**config.mk**
```make
export PLATFORM = sky130hd
export DESIGN_NAME = thermistor_adc_to_temperature
export DESIGN_NICKNAME = d
export VERILOG_FILES = /design/src/rtl/ntc_adc_pkg.sv /design/src/rtl/ntc_adc_div.sv /design/src/rtl/thermistor_adc_to_temperature.sv
export SDC_FILE = /design/constraint.sdc
export NUM_CORES = 1
export LEC_CHECK = 0
export ABC_CLOCK_PERIOD_IN_PS = 6890
export CAP_MARGIN = 20
export CORE_ASPECT_RATIO = 1.25
export CORE_MARGIN = 2
export CORE_UTILIZATION = 50
export CTS_BUF_LIST = sky130_fd_sc_hd__clkbuf_8
export CTS_CLUSTER_DIAMETER = 150
export DETAILED_ROUTE_END_ITERATION = 8
export DONT_BUFFER_PORTS = 1
export SYNTH_ARGS = -nofsm -noshare
export SYNTH_HDL_FRONTEND = slang
export SYNTH_SLANG_ARGS = --single-unit
```
**constraint.sdc**
```tcl
create_clock -name clk -period 6.89 [get_ports clk]
set_input_delay 1.378 -clock clk [delete_from_list [all_inputs] [get_ports clk]]
set_output_delay 1.378 -clock clk [all_outputs]
set_load 0.01 [all_outputs]
```
**src/rtl/ntc_adc_pkg.sv**
```systemverilog
`default_nettype none

package ntc_adc_pkg;

	// converter and field widths
	localparam int ADC_BITS     = 12;
	localparam int PULLUP_W     = 17;
	localparam int TEMP_W       = 16;
	localparam int TABLE_POINTS = 25;
	localparam int IDX_W        = $clog2(TABLE_POINTS);

	localparam logic [ADC_BITS-1:0] ADC_FULL = {ADC_BITS{1'b1}};
	localparam logic [PULLUP_W-1:0] PULLUP_RESET = PULLUP_W'(10000);

	// pullup * 10 fits in MCAND_W bits, times the sample in PROD_W bits
	localparam int MCAND_W = PULLUP_W + 4;
	localparam int PROD_W  = MCAND_W + ADC_BITS;
	localparam int STEPS_W = $clog2(PROD_W + 1);

	// resistance in tenths of an ohm and the widest segment span
	localparam int RES_W  = 21;
	localparam int DIV_W  = 19;
	localparam int QUO2_W = 11;
	localparam int NUM_W  = DIV_W + QUO2_W;

	// one table step is 5 C in Q8
	localparam int TEMP_STEP_Q8 = 1280;
	localparam int TEMP_MIN_Q8  = -5120;

	typedef enum logic [1:0] {
		RS_INTERP = 2'd0,
		RS_COLD   = 2'd1,
		RS_HOT    = 2'd2
	} range_status_t;

	typedef struct packed {
		logic                start;
		logic [DIV_W-1:0]    init_rem;
		logic [PROD_W-1:0]   dividend;
		logic [DIV_W-1:0]    divisor;
		logic [STEPS_W-1:0]  steps;
	} div_req_t;

	typedef struct packed {
		logic                done;
		logic [PROD_W-1:0]   quotient;
	} div_rsp_t;

	function automatic logic [RES_W-1:0] res_tenths(input logic [IDX_W-1:0] idx);
		logic [RES_W-1:0] r;
		begin
			case (idx)
				5'd0:    r = RES_W'(1146600);
				5'd1:    r = RES_W'(845100);
				5'd2:    r = RES_W'(629270);
				5'd3:    r = RES_W'(470770);
				5'd4:    r = RES_W'(355630);
				5'd5:    r = RES_W'(271190);
				5'd6:    r = RES_W'(208600);
				5'd7:    r = RES_W'(162040);
				5'd8:    r = RES_W'(126830);
				5'd9:    r = RES_W'(100000);
				5'd10:   r = RES_W'(79420);
				5'd11:   r = RES_W'(63270);
				5'd12:   r = RES_W'(50740);
				5'd13:   r = RES_W'(41030);
				5'd14:   r = RES_W'(33360);
				5'd15:   r = RES_W'(27240);
				5'd16:   r = RES_W'(22370);
				5'd17:   r = RES_W'(18460);
				5'd18:   r = RES_W'(15300);
				5'd19:   r = RES_W'(12750);
				5'd20:   r = RES_W'(10680);
				5'd21:   r = RES_W'(8993);
				5'd22:   r = RES_W'(7607);
				5'd23:   r = RES_W'(6452);
				5'd24:   r = RES_W'(5494);
				default: r = RES_W'(5494);
			endcase
			return r;
		end
	endfunction

	function automatic logic signed [TEMP_W-1:0] temp_base(input logic [IDX_W-1:0] idx);
		int t;
		begin
			t = TEMP_MIN_Q8 + TEMP_STEP_Q8 * int'(idx);
			return TEMP_W'(t);
		end
	endfunction

endpackage

`default_nettype wire

```
**src/rtl/ntc_adc_div.sv**
```systemverilog
`default_nettype none

module ntc_adc_div
	import ntc_adc_pkg::*;
(
	input  wire logic     clk,
	input  wire logic     arst_n,
	input  wire div_req_t req,
	output      div_rsp_t rsp
);

	logic [DIV_W-1:0]   rem_q;
	logic [PROD_W-1:0]  dq_q;
	logic [DIV_W-1:0]   den_q;
	logic [STEPS_W-1:0] cnt_q;
	logic               busy_q;
	logic               done_q;

	logic [DIV_W:0]     trial;
	logic [DIV_W:0]     diff;
	logic               fits;

	// one quotient bit per cycle, MSB first
	always_comb begin
		trial = {rem_q, dq_q[PROD_W-1]};
		diff  = trial - {1'b0, den_q};
		fits  = ~diff[DIV_W];
	end

	always_ff @(posedge clk or negedge arst_n) begin
		if (!arst_n) begin
			busy_q <= 1'b0;
			done_q <= 1'b0;
			cnt_q  <= '0;
		end else begin
			done_q <= busy_q && !req.start && (cnt_q == STEPS_W'(1));
			if (req.start) begin
				busy_q <= 1'b1;
				cnt_q  <= req.steps;
			end else if (busy_q) begin
				cnt_q <= cnt_q - STEPS_W'(1);
				if (cnt_q == STEPS_W'(1)) begin
					busy_q <= 1'b0;
				end
			end
		end
	end

	always_ff @(posedge clk) begin
		if (req.start) begin
			rem_q <= req.init_rem;
			dq_q  <= req.dividend;
			den_q <= req.divisor;
		end else if (busy_q) begin
			rem_q <= fits ? diff[DIV_W-1:0] : trial[DIV_W-1:0];
			dq_q  <= {dq_q[PROD_W-2:0], fits};
		end
	end

	assign rsp.done     = done_q;
	assign rsp.quotient = dq_q;

endmodule

`default_nettype wire

```
**src/rtl/thermistor_adc_to_temperature.sv**
```systemverilog
// NTC thermistor ADC sample to temperature in signed Q8 degrees C.
// Input channel: in_valid / in_stall with adc_sample; a transfer happens when
// in_valid is high and in_stall low. One sample is worked on at a time;
// in_stall is high from the transfer until the result is moved into the
// output register.
// Output channel: out_valid / out_stall with temperature_q8 and range_status.
// The result sits in an output register, so a new sample is taken while
// the previous result still waits on a stalled receiver; a result held by
// out_stall blocks only the finishing step of the next sample.
// Configuration: pullup_ohms written on cfg_valid (cfg_ready is always high).
// User must write only while the block is idle; the block does not enforce it.
// Processing: a full-scale sample goes straight to the finishing step; otherwise
// a serial multiplier, a 33-step radix-2 divider, a table search over the
// segments and an 11-step divide on the same divider; a clamped result skips
// the search and the second divide. These serial units set the rate:
// the next sample is taken the cycle after the result is registered.
// Reset clears the control state and sets pullup_ohms to 10000; no
// clearing pass is needed.
`default_nettype none

module thermistor_adc_to_temperature
	import ntc_adc_pkg::*;
(
	input  wire logic                     clk,
	input  wire logic                     arst_n,
	input  wire logic                     in_valid,
	output      logic                     in_stall,
	input  wire logic [ADC_BITS-1:0]      adc_sample,
	output      logic                     out_valid,
	input  wire logic                     out_stall,
	output      logic signed [TEMP_W-1:0] temperature_q8,
	output      logic [1:0]               range_status,
	input  wire logic                     cfg_valid,
	output      logic                     cfg_ready,
	input  wire logic [PULLUP_W-1:0]      pullup_ohms
);

	typedef enum logic [5:0] {
		S_IDLE = 6'b000001,
		S_MUL  = 6'b000010,
		S_DIV1 = 6'b000100,
		S_SRCH = 6'b001000,
		S_DIV2 = 6'b010000,
		S_FIN  = 6'b100000
	} state_t;

	state_t                    state_q;
	logic [PULLUP_W-1:0]       pullup_q;
	logic [MCAND_W-1:0]        mcand_q;
	logic [ADC_BITS-1:0]       mbits_q;
	logic [ADC_BITS-1:0]       den_q;
	logic [PROD_W-1:0]         acc_q;
	logic [STEPS_W-1:0]        cnt_q;
	logic                      start_q;
	logic [RES_W-1:0]          r_q;
	logic [IDX_W-1:0]          idx_q;
	logic [DIV_W-1:0]          span_q;
	logic [NUM_W-1:0]          num_q;
	logic signed [TEMP_W-1:0]  res_temp_q;
	range_status_t             res_status_q;
	logic                      out_valid_q;
	logic signed [TEMP_W-1:0]  out_temp_q;
	logic [1:0]                out_status_q;

	div_req_t                  div_req;
	div_rsp_t                  div_rsp;

	logic [IDX_W-1:0]          idx_nxt;
	logic [RES_W-1:0]          res_hi;
	logic [RES_W-1:0]          res_lo;
	logic [DIV_W-1:0]          r_delta;
	logic                      out_free;

	assign cfg_ready = 1'b1;
	assign in_stall  = (state_q != S_IDLE);
	assign out_valid = out_valid_q;
	assign temperature_q8 = out_temp_q;
	assign range_status   = out_status_q;
	assign out_free  = ~out_valid_q | ~out_stall;

	assign idx_nxt = idx_q + IDX_W'(1);
	assign res_hi  = res_tenths(idx_q);
	assign res_lo  = res_tenths(idx_nxt);
	assign r_delta = DIV_W'(res_hi - r_q);

	ntc_adc_div u_div (
		.clk    (clk),
		.arst_n (arst_n),
		.req    (div_req),
		.rsp    (div_rsp)
	);

	always_comb begin
		div_req.start = start_q;
		if (state_q == S_DIV2) begin
			div_req.init_rem = num_q[NUM_W-1:QUO2_W];
			div_req.dividend = {num_q[QUO2_W-1:0], {(PROD_W-QUO2_W){1'b0}}};
			div_req.divisor  = span_q;
			div_req.steps    = STEPS_W'(QUO2_W);
		end else begin
			div_req.init_rem = '0;
			div_req.dividend = acc_q;
			div_req.divisor  = DIV_W'(den_q);
			div_req.steps    = STEPS_W'(PROD_W);
		end
	end

	always_ff @(posedge clk or negedge arst_n) begin
		if (!arst_n) begin
			pullup_q <= PULLUP_RESET;
		end else if (cfg_valid && cfg_ready) begin
			pullup_q <= pullup_ohms;
		end
	end

	always_ff @(posedge clk or negedge arst_n) begin
		if (!arst_n) begin
			state_q     <= S_IDLE;
			start_q     <= 1'b0;
			out_valid_q <= 1'b0;
			cnt_q       <= '0;
		end else begin
			start_q <= ((state_q == S_MUL) && (cnt_q == STEPS_W'(1))) ||
			           ((state_q == S_SRCH) && (r_q >= res_lo));
			if ((state_q == S_FIN) && out_free) begin
				out_valid_q <= 1'b1;
			end else if (!out_stall) begin
				out_valid_q <= 1'b0;
			end
			case (state_q)
				S_IDLE: begin
					if (in_valid) begin
						cnt_q <= STEPS_W'(ADC_BITS);
						if (adc_sample == ADC_FULL) begin
							state_q <= S_FIN;
						end else begin
							state_q <= S_MUL;
						end
					end
				end
				S_MUL: begin
					cnt_q <= cnt_q - STEPS_W'(1);
					if (cnt_q == STEPS_W'(1)) begin
						state_q <= S_DIV1;
					end
				end
				S_DIV1: begin
					if (div_rsp.done) begin
						if (div_rsp.quotient >= PROD_W'(res_tenths(IDX_W'(0))) ||
						    div_rsp.quotient <=
						    PROD_W'(res_tenths(IDX_W'(TABLE_POINTS - 1)))) begin
							state_q <= S_FIN;
						end else begin
							state_q <= S_SRCH;
						end
					end
				end
				S_SRCH: begin
					if (r_q >= res_lo) begin
						state_q <= S_DIV2;
					end
				end
				S_DIV2: begin
					if (div_rsp.done) begin
						state_q <= S_FIN;
					end
				end
				S_FIN: begin
					if (out_free) begin
						state_q <= S_IDLE;
					end
				end
				default: begin
					state_q <= S_IDLE;
				end
			endcase
		end
	end

	always_ff @(posedge clk) begin
		case (state_q)
			S_IDLE: begin
				mcand_q <= MCAND_W'({pullup_q, 3'b000}) + MCAND_W'({pullup_q, 1'b0});
				mbits_q <= adc_sample;
				den_q   <= ADC_FULL - adc_sample;
				acc_q   <= '0;
				// full-scale sample reads as the coldest entry
				res_temp_q   <= temp_base(IDX_W'(0));
				res_status_q <= RS_COLD;
			end
			S_MUL: begin
				acc_q   <= {acc_q[PROD_W-2:0], 1'b0} +
				           (mbits_q[ADC_BITS-1] ? PROD_W'(mcand_q) : PROD_W'(0));
				mbits_q <= {mbits_q[ADC_BITS-2:0], 1'b0};
			end
			S_DIV1: begin
				r_q   <= div_rsp.quotient[RES_W-1:0];
				idx_q <= '0;
				if (div_rsp.quotient >= PROD_W'(res_tenths(IDX_W'(0)))) begin
					res_temp_q   <= temp_base(IDX_W'(0));
					res_status_q <= RS_COLD;
				end else begin
					res_temp_q   <= temp_base(IDX_W'(TABLE_POINTS - 1));
					res_status_q <= RS_HOT;
				end
			end
			S_SRCH: begin
				// first segment whose lower end is at or below r
				if (r_q >= res_lo) begin
					span_q <= DIV_W'(res_hi - res_lo);
					num_q  <= NUM_W'({r_delta, 8'b0}) + NUM_W'({r_delta, 10'b0});
				end else begin
					idx_q <= idx_nxt;
				end
			end
			S_DIV2: begin
				res_temp_q   <= temp_base(idx_q) +
				                $signed({{(TEMP_W-QUO2_W){1'b0}},
				                         div_rsp.quotient[QUO2_W-1:0]});
				res_status_q <= RS_INTERP;
			end
			S_FIN: begin
				if (out_free) begin
					out_temp_q   <= res_temp_q;
					out_status_q <= res_status_q;
				end
			end
			default: begin
				acc_q <= acc_q;
			end
		endcase
	end

endmodule

`default_nettype wire

```
==> summary by stage <==
Status
The run finished with clean final reports.

Yosys
The area of the mapped netlist is 0.0191 mm2. The number of nets handed over by synthesis was 2096. The synthesized area divided by synthesized cell count is 10.1 um2.

The number of enable-type register cells in the synthesized netlist is 250. In the synthesized netlist, the cells that appear most often are sky130_fd_sc_hd__edfxtp_1, sky130_fd_sc_hd__inv_1, sky130_fd_sc_hd__ha_1. The post-synthesis cell type with the largest combined area is sky130_fd_sc_hd__edfxtp_1. After synthesis, the netlist uses 89 different library cells. Yosys attributes the largest share of cell area to sky130_fd_sc_hd__edfxtp_1, sky130_fd_sc_hd__ha_1, sky130_fd_sc_hd__dfrtp_1.

Synthesis produced a netlist whose cell count is 1892. The count of yosys warnings during synthesis is 0. The sequential-to-total area share from yosys stat is 0.464. The area fraction of the dominant cell type after synthesis is 0.393. After synthesis the netlist holds a flip-flop and latch count of 308. Yosys instantiated no cell more often than sky130_fd_sc_hd__edfxtp_1. The fraction of synthesis flops using an asynchronous set or reset pin is 0.127. The most frequently used flop master after synthesis is sky130_fd_sc_hd__edfxtp_1.

CTS
The clock-pin slew on the worst setup and hold paths is 0.06 ns. The cell chosen for the clock root is sky130_fd_sc_hd__clkbuf_8. The clock reaches the later pin of the worst-skew pair after 0.62 ns. The number of hold buffers added after CTS was 0. The tree built by TritonCTS fans out to 308 sinks.

The number of clock buffers added by TritonCTS is 49. The CTS tree is built. The count of buffers added by post-CTS timing repair for setup is 0. The count of cells resized by post-cts repair is 0. The clock tree synthesis step divided the H-tree into 2 levels. No sink is reached through more buffers than the 3 on the longest clock path.

GRT
The via count of the first global-routing pass is 13800. The global-route congestion overflow total is 0. The global-route wire length before repair is 71600 um.

The largest net degree at the start of global routing is 79. The number of antenna violations at the first check in global routing was 1. Across every metal layer, demand over resource in global routing totals 0.230.

Drt
The antenna violation net count after detailed routing is 0. The detailed-routing iteration count for the pre-antenna-repair pass is 6. The final routed wire length divided by cell count is 18.5 um.

After detailed routing, the number of remaining DRC violations is 0. After the first detailed-routing iteration, the DRC count stood at 777. The total wirelength of the detailed-routed design is 45100 um.

The ratio of routed vias to standard cells is 5.68. The routed layout has 13800 vias.

Timing
Static timing analysis puts the maximum clock frequency at 168 MHz. Subtracting the final worst setup slack from the clock period gives 5.97 ns. The setup violation total in the final timing report is 0. The total count of max-transition violations in the final report is 0. Setup repair after global routing left no endpoint under its margin.

The final total negative setup slack is 0 ns. For the pin with the worst max-slew slack, the measured transition is 0.975 ns. Across the routed clock network, the largest skew measured is 0.0358 ns.

The headroom to the max-slew limit is 0.343. The number of endpoints with negative hold slack in the final report is 0. The post-route clock period utilization is 0.866.

Run
The number of violations of the max-capacitance limit is 0.

Floorplan
In this run the horizontal extent of the chip is 179 um. The starting density of the core is 0.504. After floorplanning, the core was sized to cover 0.0379 mm2.

The floorplan die height is 223 um. The floorplan has 80 rows. In this run the count of I/O pins placed on the die edge is 55. The floorplan step defined a die boundary enclosing 0.0398 mm2.

Worst setup path
Data arrives at the worst endpoint at 6.43 ns. In this design, the critical path's most frequently occurring cell is sky130_fd_sc_hd__ha_1. The largest single stage delay on the critical path is 0.60 ns.

The worst setup path is launched from a flip-flop. The library cell contributing the largest single delay on the critical path is sky130_fd_sc_hd__edfxtp_1. The setup path with the least slack is of type reg2reg. The worst register-to-register path ends at res_hi[2]. The endpoint class of the critical path is a flip-flop. The worst register-to-register path has a setup slack of 0.92 ns. The origin of the critical flop-to-flop path is idx_q[1]. Of all nets on the critical path, the largest fanout is 35. The depth of the worst register-to-register path is 19. The critical path goes through ha_1 > inv_2 > ha_1 > buf_4 > mux4_2 > nor2_1 > a21oi_1 > ha_1 > a2111oi_0 > o21ai_0 > o21ai_0 > nor4_1 > or3_1 > a211o_1 > mux2_2 > ha_1 > o22ai_1 > a2111oi_0 > a311oi_1. The data required time of the worst path is 7.35 ns.

Power
Of the total power, the clock network draws 0.189. The net switching component of the power is 3.17 mW. The relative contribution of sequential cells to total power is 0.364. The static leakage power is 8.36 nW.

Of the total power, combinational logic draws 0.447. The internal portion of the total power is 5.00 mW. In this run the power density over the cells is 397 mW/mm2. Across the VDD grid, the largest voltage drop is 0.243 mV. Of the total power, the share spent switching nets is 0.388.

Layout
Of the cells placed in the final design, the portion with a size suffix greater than 1 is 0.0809. The area growth from synthesis to layout is 7.75%. The number of nets in the layout is 2104. The utilization after layout is 0.543. The finished layout cell area is 0.0206 mm2.

Placement
The placer's final routability congestion estimate is 0.911. The cell area reported after detailed placement is 0.0196 mm2. The wire-length estimate of the detail-placed layout is 34000 um. The total of buffers placed on input and output ports is 0.

Min path
In this run the most critical hold path is launched from res_temp_q[12]. In this run the worst hold path is classified as reg2reg. Along the worst hold path, the cell count comes to 0.

The endpoint of the worst hold path is temperature_q8[12].
area by class of cell:
cell class / instances / area, um2
clock buffers: 58 / 798
diodes: 1 / 2.50
fillers: 3396 / 17300
inverters: 168 / 631
well taps: 492 / 616
repair buffers: 18 / 148
clock inverters: 33 / 178
flip-flops and latches: 308 / 8870
multi-input cells: 1355 / 9340
routing by layer:
metal | part of all wire | global-route usage
met1 | 0.40 | 0.259
met2 | 0.53 | 0.433
met3 | 0.034 | 0.0274
met4 | 0.038 | 0.0905
met5 | 0 | 0
worst max-delay path: cells and delay by family (launching register included):
family	cells	cell delay, ns
fa+ha+maj	4	1.38
mux	2	0.84
simple gates	3	0.69
compound gates	8	1.94
flops	1	0.60
buf+inv	2	0.38
registers in the layout, indices dropped and copies added (netlist names), 12 cells and up:
register        cells
u_div.dq_q         33
acc_q              32
num_q              22
r_q                21
mcand_q            20
res_hi             19
span_q             19
u_div.den_q        19
u_div.rem_q        19
pullup_q           17
res_temp_q         16
temperature_q8     16
den_q              12
mbits_q            12
through the flow:
| step | cells | setup WS (ns) | hold slack, ns | power [mW] |
|---|---|---|---|---|
| 2_1_floorplan | 1892 | 1.54 | 0.400 | 5.76 |
| 3_3_place_gp | 2340 | 1.03 | 0.403 | 6.58 |
| 3_5_place_dp | 2340 | 0.938 | 0.406 | 6.64 |
| 4_1_cts | 2431 | 0.950 | 0.406 | 8.23 |
| 5_1_grt | 2433 | 0.486 | 0.411 | 8.80 |
| 6_report | 2433 | 0.924 | 0.415 | 8.17 |
worst max path at each step:
stage | startpoint | end | slack [ns] | cells after the start
final | idx_q[1] | res_hi[2] | 0.92 | 19
after global routing | idx_q[1] | res_hi[2] | 0.49 | 19
after CTS | idx_q[1] | res_hi[2] | 0.95 | 19
after floorplan | idx_q[1] | res_hi[2] | 1.54 | 23
after detailed placement | idx_q[1] | res_hi[2] | 0.94 | 19
after global placement | idx_q[1] | res_hi[2] | 1.03 | 19
logic make-up after synthesis:
group	synth area share
simple gates	0.143
xor+xnor	0.0546
buf+inv	0.0479
mux	0.0300
compound gates	0.146
other cells	0.000196
fa+ha+maj	0.114
flops	0.464
power by group through the flow:
stage          clock network, mW  logic (mW)  registers, mW
6_report                    1.54        3.65           2.97
5_1_grt                     1.67        4.11           3.02
4_1_cts                     1.60        3.65           2.99
3_5_place_dp                   0        3.62           3.02
3_3_place_gp                   0        3.57           3.01
2_1_floorplan                  0        2.87           2.89
cell usage in the layout, fill, tap and decap left out, types with 12 or more instances in the layout:
cell                       instances
sky130_fd_sc_hd__a21o_1           23
sky130_fd_sc_hd__and2_1           41
sky130_fd_sc_hd__xnor2_1          75
sky130_fd_sc_hd__nor4_1           13
sky130_fd_sc_hd__xor2_1           35
sky130_fd_sc_hd__o211ai_1         12
sky130_fd_sc_hd__o21a_1           24
sky130_fd_sc_hd__dfrtp_1          32
sky130_fd_sc_hd__inv_1           185
sky130_fd_sc_hd__nor2_1          146
sky130_fd_sc_hd__buf_4            17
sky130_fd_sc_hd__nand2b_1         13
sky130_fd_sc_hd__nand2_1         160
sky130_fd_sc_hd__or2_2            13
sky130_fd_sc_hd__a31oi_1          17
sky130_fd_sc_hd__mux2i_1          28
sky130_fd_sc_hd__nor2b_1          21
sky130_fd_sc_hd__o21ai_0         135
sky130_fd_sc_hd__a21oi_1         114
sky130_fd_sc_hd__ha_1            162
sky130_fd_sc_hd__nor3_1           36
sky130_fd_sc_hd__clkbuf_8         58
sky130_fd_sc_hd__dfxtp_1          19
sky130_fd_sc_hd__mux2_2           19
sky130_fd_sc_hd__nand3_1          83
sky130_fd_sc_hd__edfxtp_1        250
(Power assumes the default switching activity.)
